**config.mk**
```make
export PLATFORM = sky130hd
export DESIGN_NAME = pip_cell
export DESIGN_NICKNAME = d
export VERILOG_FILES = /design/src/hw/rtl/pip_pkg.sv /design/src/hw/rtl/pip_edge.sv /design/src/hw/rtl/pip_cell.sv
export SDC_FILE = /design/constraint.sdc
export NUM_CORES = 1
export LEC_CHECK = 0
export ABC_AREA = 1
export BUFFER_PORTS_ARGS = -buffer_cell sky130_fd_sc_hd__buf_2
export CAP_MARGIN = 40
export CORE_MARGIN = 2
export CORE_UTILIZATION = 58
export CTS_BUF_LIST = sky130_fd_sc_hd__clkbuf_8
export DETAILED_ROUTE_END_ITERATION = 12
export GPL_TIMING_DRIVEN = 0
export PLACE_DENSITY = 0.87
export SLEW_MARGIN = 20
export SYNTH_ARGS = -nofsm -noshare
export SYNTH_HDL_FRONTEND = slang
export SYNTH_SLANG_ARGS = --single-unit
```
**constraint.sdc**
```tcl
create_clock -name clk -period 1.1 [get_ports clk]
set_input_delay 0.165 -clock clk [delete_from_list [all_inputs] [get_ports clk]]
set_output_delay 0.165 -clock clk [all_outputs]
set_load 0.01 [all_outputs]
```
**src/hw/rtl/pip_pkg.sv**
```systemverilog
package pip_pkg;

    // Width of the vertex count register and of the load slot field.
    localparam int unsigned CNT_W  = 5;
    localparam int unsigned SLOT_W = 4;

    // Vertex count after reset.
    localparam logic [CNT_W-1:0] CNT_RESET = CNT_W'(3);

    // Operation carried by an input word.
    typedef enum logic [0:0] {
        FUNC_LOAD = 1'b0,
        FUNC_TEST = 1'b1
    } func_t;

    // Control that travels with every word down the cell chain.
    typedef struct packed {
        logic valid;
        logic test;
        logic parity;
    } pip_ctl_t;

endpackage

```
**src/hw/rtl/pip_edge.sv**
```systemverilog
module pip_edge #(
    parameter int unsigned CW = 12
) (
    input  logic                 clk,
    input  logic                 adv,
    input  logic                 en,
    input  logic signed [CW-1:0] ax,
    input  logic signed [CW-1:0] ay,
    input  logic signed [CW-1:0] bx,
    input  logic signed [CW-1:0] by,
    input  logic signed [CW-1:0] px,
    input  logic signed [CW-1:0] py,
    output logic                 toggle
);
    localparam int unsigned DW = CW + 1;
    localparam int unsigned PW = 2 * DW;

    logic signed [CW-1:0] x1, y1, x2, y2;
    logic                 hit_next, hit_reg;
    logic signed [DW-1:0] dx_next, dy_next, qx_next, qy_next;
    logic signed [DW-1:0] dx_reg, dy_reg, qx_reg, qy_reg;
    logic signed [PW-1:0] lhs, rhs;

    // First step: order the endpoints by x, check the span, form the differences.
    always_comb
    begin
        if (bx > ax)
        begin
            x1 = ax;
            y1 = ay;
            x2 = bx;
            y2 = by;
        end
        else
        begin
            x1 = bx;
            y1 = by;
            x2 = ax;
            y2 = ay;
        end
        hit_next = en && (x1 < px) && (px <= x2);
        dx_next  = DW'(x2) - DW'(x1);
        dy_next  = DW'(y2) - DW'(y1);
        qx_next  = DW'(px) - DW'(x1);
        qy_next  = DW'(py) - DW'(y1);
    end

    always_ff @(posedge clk)
    begin
        if (adv)
        begin
            hit_reg <= hit_next;
            dx_reg  <= dx_next;
            dy_reg  <= dy_next;
            qx_reg  <= qx_next;
            qy_reg  <= qy_next;
        end
    end

    // Second step: exact cross-multiplied test of the point against the edge.
    always_comb
    begin
        lhs    = PW'(qy_reg) * PW'(dx_reg);
        rhs    = PW'(dy_reg) * PW'(qx_reg);
        toggle = hit_reg && (lhs < rhs);
    end

endmodule

```
**src/hw/rtl/pip_cell.sv**
```systemverilog
module pip_cell #(
    parameter int unsigned IDX = 0,
    parameter int unsigned CW  = 12
) (
    input  logic                           clk,
    input  logic                           rst_n,
    input  logic                           adv,
    input  logic [pip_pkg::CNT_W-1:0]      count,
    input  pip_pkg::pip_ctl_t              in_ctl,
    input  logic [pip_pkg::SLOT_W-1:0]     in_slot,
    input  logic signed [CW-1:0]           in_px,
    input  logic signed [CW-1:0]           in_py,
    input  logic signed [CW-1:0]           in_ox,
    input  logic signed [CW-1:0]           in_oy,
    input  logic signed [CW-1:0]           in_fx,
    input  logic signed [CW-1:0]           in_fy,
    output pip_pkg::pip_ctl_t              out_ctl,
    output logic [pip_pkg::SLOT_W-1:0]     out_slot,
    output logic signed [CW-1:0]           out_px,
    output logic signed [CW-1:0]           out_py,
    output logic signed [CW-1:0]           out_ox,
    output logic signed [CW-1:0]           out_oy,
    output logic signed [CW-1:0]           out_fx,
    output logic signed [CW-1:0]           out_fy
);
    import pip_pkg::*;

    localparam bit SLOT_FITS = (IDX < (2 ** SLOT_W));
    localparam bit IS_FIRST  = (IDX == 0);

    logic signed [CW-1:0] vx_reg, vy_reg;
    logic                 active, load_hit, edge_en, toggle;

    pip_ctl_t             ctl1_reg, ctl2_reg, ctl2_next;
    logic [SLOT_W-1:0]    slot1_reg, slot2_reg;
    logic signed [CW-1:0] px1_reg, py1_reg, ox1_reg, oy1_reg, fx1_reg, fy1_reg;
    logic signed [CW-1:0] px2_reg, py2_reg, ox2_reg, oy2_reg, fx2_reg, fy2_reg;
    logic signed [CW-1:0] ox1_next, oy1_next, fx1_next, fy1_next;

    always_comb
    begin
        active   = (32'(count) > IDX);
        load_hit = in_ctl.valid && (in_ctl.test == FUNC_LOAD) && SLOT_FITS
                   && (in_slot == SLOT_W'(IDX));
        edge_en  = in_ctl.valid && (in_ctl.test == FUNC_TEST) && active && !IS_FIRST;
        ox1_next = active ? vx_reg : in_ox;
        oy1_next = active ? vy_reg : in_oy;
        fx1_next = IS_FIRST ? vx_reg : in_fx;
        fy1_next = IS_FIRST ? vy_reg : in_fy;
    end

    // A load word writes this cell's vertex as it passes, so words behind it see the new value.
    always_ff @(posedge clk)
    begin
        if (adv && load_hit)
        begin
            vx_reg <= in_px;
            vy_reg <= in_py;
        end
    end

    pip_edge #(
        .CW (CW)
    ) u_edge (
        .clk    (clk),
        .adv    (adv),
        .en     (edge_en),
        .ax     (in_ox),
        .ay     (in_oy),
        .bx     (vx_reg),
        .by     (vy_reg),
        .px     (in_px),
        .py     (in_py),
        .toggle (toggle)
    );

    always_comb
    begin
        ctl2_next        = ctl1_reg;
        ctl2_next.parity = ctl1_reg.parity ^ toggle;
    end

    always_ff @(posedge clk or negedge rst_n)
    begin
        if (!rst_n)
        begin
            ctl1_reg <= '0;
            ctl2_reg <= '0;
        end
        else if (adv)
        begin
            ctl1_reg <= in_ctl;
            ctl2_reg <= ctl2_next;
        end
    end

    always_ff @(posedge clk)
    begin
        if (adv)
        begin
            slot1_reg <= in_slot;
            px1_reg   <= in_px;
            py1_reg   <= in_py;
            ox1_reg   <= ox1_next;
            oy1_reg   <= oy1_next;
            fx1_reg   <= fx1_next;
            fy1_reg   <= fy1_next;
            slot2_reg <= slot1_reg;
            px2_reg   <= px1_reg;
            py2_reg   <= py1_reg;
            ox2_reg   <= ox1_reg;
            oy2_reg   <= oy1_reg;
            fx2_reg   <= fx1_reg;
            fy2_reg   <= fy1_reg;
        end
    end

    assign out_ctl  = ctl2_reg;
    assign out_slot = slot2_reg;
    assign out_px   = px2_reg;
    assign out_py   = py2_reg;
    assign out_ox   = ox2_reg;
    assign out_oy   = oy2_reg;
    assign out_fx   = fx2_reg;
    assign out_fy   = fy2_reg;

endmodule
```
# Word-level counts from Yosys, hierarchy flattened
# Cells that the tools add are included.
classes:
  reduce_logical: 4
  muxes: 2
  n_bitwise: 1
  magnitude_cmp: 1
op_table:
  columns: ["op", "n"]
  rows:
  - ["$mux 12", 2]
  - ["$gt 5x1->1 const B", 1]
  - ["$logic_not 4->1", 1]
  - ["$logic_and 1x1->1", 3]
  - ["$not 1->1", 1]
totals:
  elab_cells: 30
  in_bits: 87
  out_inout_bits: 79
  reg_bits: 182

# Depth between registers and ports, before layout
depth:
  ltp_word: 4
  depth_mapped: 5

# Cells and area by module
# From an unflattened synthesis, not the netlist that was laid out.
hier_totals:
  hier_cells: 2609
  hier_area_um2: 24494.7
by_module_without_submodules:
  columns: ["module", "instances", "cells_each", "seq_area_each_um2", "area_each_um2"]
  rows:
  - ["pip_edge", 1, 2319, 1591.5, 18527.8]
  - ["pip_cell", 1, 290, 5435.2, 5967.0]

# Least setup slack after synthesis
# OpenSTA, ideal clock, no wires.
synth_path:
  path_type: "input -> register"
  from: "input adv"
  to: "register vx_reg[0] (netlist: fx1_next[0]), enable pin"
  required_ps: 717
  path_stages: 3
  t_arrival_ps: 958
  setup_slack_ps: -240
  path_buffers: 0
  setup_ps: 383
  cell_sequence: "nand2_1 nor3_1 and2_1"
synth_via:
  elab_chain_cells: 1
synth_lines:
  columns: ["item", "line_no", "text"]
  rows:
  - ["start: declaration", "pip_cell.sv:7", "input logic adv,"]
  - ["$logic_and 1x1->1", "pip_cell.sv:55", "if (adv && load_hit)"]
  - ["end signal: assignment", "pip_cell.sv:57", "vx_reg <= in_px;"]
  - ["end: declaration", "pip_cell.sv:31", "logic signed [CW-1:0] vx_reg, vy_reg;"]
# Every way passes these cells.
# A chain may end at the register's enable or synchronous reset.

# Worst setup path after layout
layout_path:
  from: "register oy2_reg[6] (netlist: out_oy[6])"
  to: "output out_oy[6]"
layout_lines:
  columns: ["item", "line_no", "text"]
  rows:
  - ["start: declaration", "pip_cell.sv:37", "logic signed [CW-1:0] px2_reg, py2_reg, ox2_reg, oy2_reg, fx2_reg, fy2_reg;"]
  - ["start signal: assignment", "pip_cell.sv:112", "oy2_reg <= oy1_reg;"]
  - ["end: declaration", "pip_cell.sv:22", "output logic signed [CW-1:0] out_oy,"]
# No word-level cell between the ends.

==> out/qor.txt <==
Final period util: 1.05
area of the core: 0.00986 sq mm
first drt pass iteration count: 4
synth unique cells: 16
number of global-route vias before repair: 3132
Die Wd: 105 microns
RSZ-0062 raised after global routing: yes
Synth Instances: 285
post-synthesis adder-cell area fraction: 0
clock sinks: 182
Reg power frac: 0.621
NumNets Final: 567
total wire length: 10900 microns
Root Driver: clkbuf_8
Req. time, crit path: 0.94 ns
share of the synthesized area in the top cell type: 0.888
area leader, netlist: edfxtp_1
relative slew slack: 0.673
Yosys reg bits: 182
clock network fraction of design power: 0.322
PortBufs: 141
# diodes: 0
Critical Path Slowest Stage Cell: edfxtp_1
Net Switching: 2.68 mW
xor and xnor area share after synthesis: 0
Post-CTS Setup Inserts: 0
main combinational cell family by area after synthesis: simple AND/OR/NAND/NOR gates
Compound-Gate Fraction of Synth Area: 0.00505
Worst path top cell family by delay: flip-flops
status: finished, violations left
share of layout cells above drive strength 1: 0.381
syn_nets: 372
Static Leak: 2.98 nW
final worst setup slack: -0.0561 ns
most frequent cells in the layout: 176 x edfxtp_1, 145 x buf_2, 51 x nand2_1
CTS H-Tree Depth: 4
register area: 0.00544 sq mm
Clock transition at path regs: 0.08 ns
gpl congestion: 0.805
crit-path cells: buf_2
Synth area leaders: edfxtp_1 89%, nand2_1 3.2%, dfrtp_1 2.5%
Finished Cell Area: 0.00759 sq mm
Warnings, synthesis: 0
first-iteration detailed-routing DRC count: 168
total number of vias: 3114
Power Total: 12.9 mW
Syn Area/Cell: 20.9 sq um
placed cell area: 0.00686 sq mm
sw frac: 0.208
num rows: 36
sequential share of the synthesized area: 0.913
drt wl/cell: 17.4 microns
critical path capture point type: output pin
Final ANT Viol Nets: 0
Pins Over Slew Limit: 0
GRT overflow: 0
worst slew pin tran: 0.490 ns
most common cell after layout, fill and taps aside: edfxtp_1
DR DRC count: 0
die height: 105 microns
largest net degree at the start of global routing: 101
Setup TNS: -1.18 ns
Comb pwr share: 0.057
total CTS buffers: 17
crit path launch type: flip-flop
Max Root-Sink Buffers: 2
# setup viols final: 56
Place WS: -0.745 ns
multi-input logic area: 470 sq um
Final Hold Viols: 0
Max Freq: 865 MHz
Fill cells: 556
Setup CP Type: reg2out
sum of buffers and inverters on the critical path: 1
Worst Hold Class: in2reg
failing checks: negative setup slack
initial antenna violation count: 0
post-DP HPWL: 6560 microns
crit-path max cell delay: 0.40 ns
CP Data Arrival Time: 0.99 ns
GR Util All Layers: 0.204
max_cap viols: 0
synthesized area: 0.00595 sq mm
starting density of the core: 0.603
vias per inst: 4.97
insertion delay to the later sink of the worst-skew pair: 0.44 ns
worst-path fanout max: 1
CTS tree: done
boundary pin count: 166
post-synthesis mux area share: 0
Die ar.: 0.0111 sq mm
Peak VDD IR: 0.990 mV
first-pass GRT wire length: 16300 microns
Power Dens Cells: 1700 mW/mm^2
Layout area overhead: 27.5%
Simple-Gate Fraction of Synth Area: 0.0687
P_int: 10.2 mW
clock skew: 0.0104 ns
minimum clock period: 1.16 ns
[power groups by stage]
stage | registers, mW | logic [mW] | clock network (mW)
floorplan | 8.26 | 0.0934 | 0
global placement | 8.19 | 0.589 | 0
detailed placement | 8.19 | 0.630 | 0
CTS | 8.03 | 0.727 | 4.22
global route | 8.06 | 0.792 | 4.53
finish | 8.03 | 0.736 | 4.16
[worst reg2reg max path, cell delays in order (launching register included)]
cell	delay, ns
edfxtp_1	0.42
nand2_1	0.10
nand2_1	0.05
[cell families (layout without fill, tap and decap cells)]
family / Yosys count / after routing
DFF: 182 / 182
and+or+nand+nor: 84 / 86
buffers and inverters: 13 / 219
AOI/OAI and AO/OA: 6 / 6
[final timing paths]
path / from / end / slack [ns] / cells after the start
max in group asynchronous: rst_n / ctl1_reg[2]$_DFFE_PN0P_ / 0.87 / 2
setup reg to reg: fy1_next[9]$_DFFE_PP_ / oy1_reg[9]$_DFFE_PP_ / 0.30 / 2
min in group asynchronous: rst_n / out_ctl[0]$_DFFE_PN0P_ / 0.09 / 2
setup / recovery: out_oy[6]$_DFFE_PP_ / out_oy[6] / -0.06 / 1
hold / removal: in_oy[3] / oy1_reg[3]$_DFFE_PP_ / 0.05 / 3
hold reg to reg: oy1_reg[1]$_DFFE_PP_ / out_oy[1]$_DFFE_PP_ / 0.42 / 0
[Yosys cell counts]
library cell,instances
o21ai_0,3
buf_6,2
nor3_1,2
nor2_1,3
dfrtp_1,6
inv_1,3
a21oi_1,3
nand4_1,24
buf_2,5
nand3_4,1
nor2_4,2
edfxtp_1,176
inv_2,1
nand2_1,51
buf_4,2
and2_1,1
[layer usage]
metal,global-route usage,wire (microns),vias to the layer above
met5,0,0,-
met4,0.0848,314,0
met3,0.0748,663,22
met2,0.336,5610,121
met1,0.246,4290,1487
li1,-,-,1484
[repair_timing]
action	in CTS	in global routing
endpoints found under the setup margin	103	97
resized for setup	4	2
endpoints found under the hold margin	61	0
hold buffers	32	0
gates cloned	2	0
pin swaps	1	0
[per-stage QoR]
stage | utilization | hold WS (ns) | std cells
2_1_floorplan | - | -0.131 | 285
3_3_place_gp | 0.692 | -0.0145 | 559
3_5_place_dp | 0.696 | -0.00862 | 560
4_1_cts | 0.769 | 0.0270 | 626
5_1_grt | 0.770 | 0.0318 | 626
6_report | 0.770 | 0.0516 | 626
[layout make-up]
class                   instances  area share
plain buffers                   9     0.00824
clock buffers                  17      0.0308
clock inverters                15      0.0183
inverters                       4     0.00198
multi-input cells              92      0.0620
flip-flops and latches        182       0.716
well taps                     133      0.0219
repair buffers                174       0.141
No activity file was read; power rests on OpenSTA's default activity.
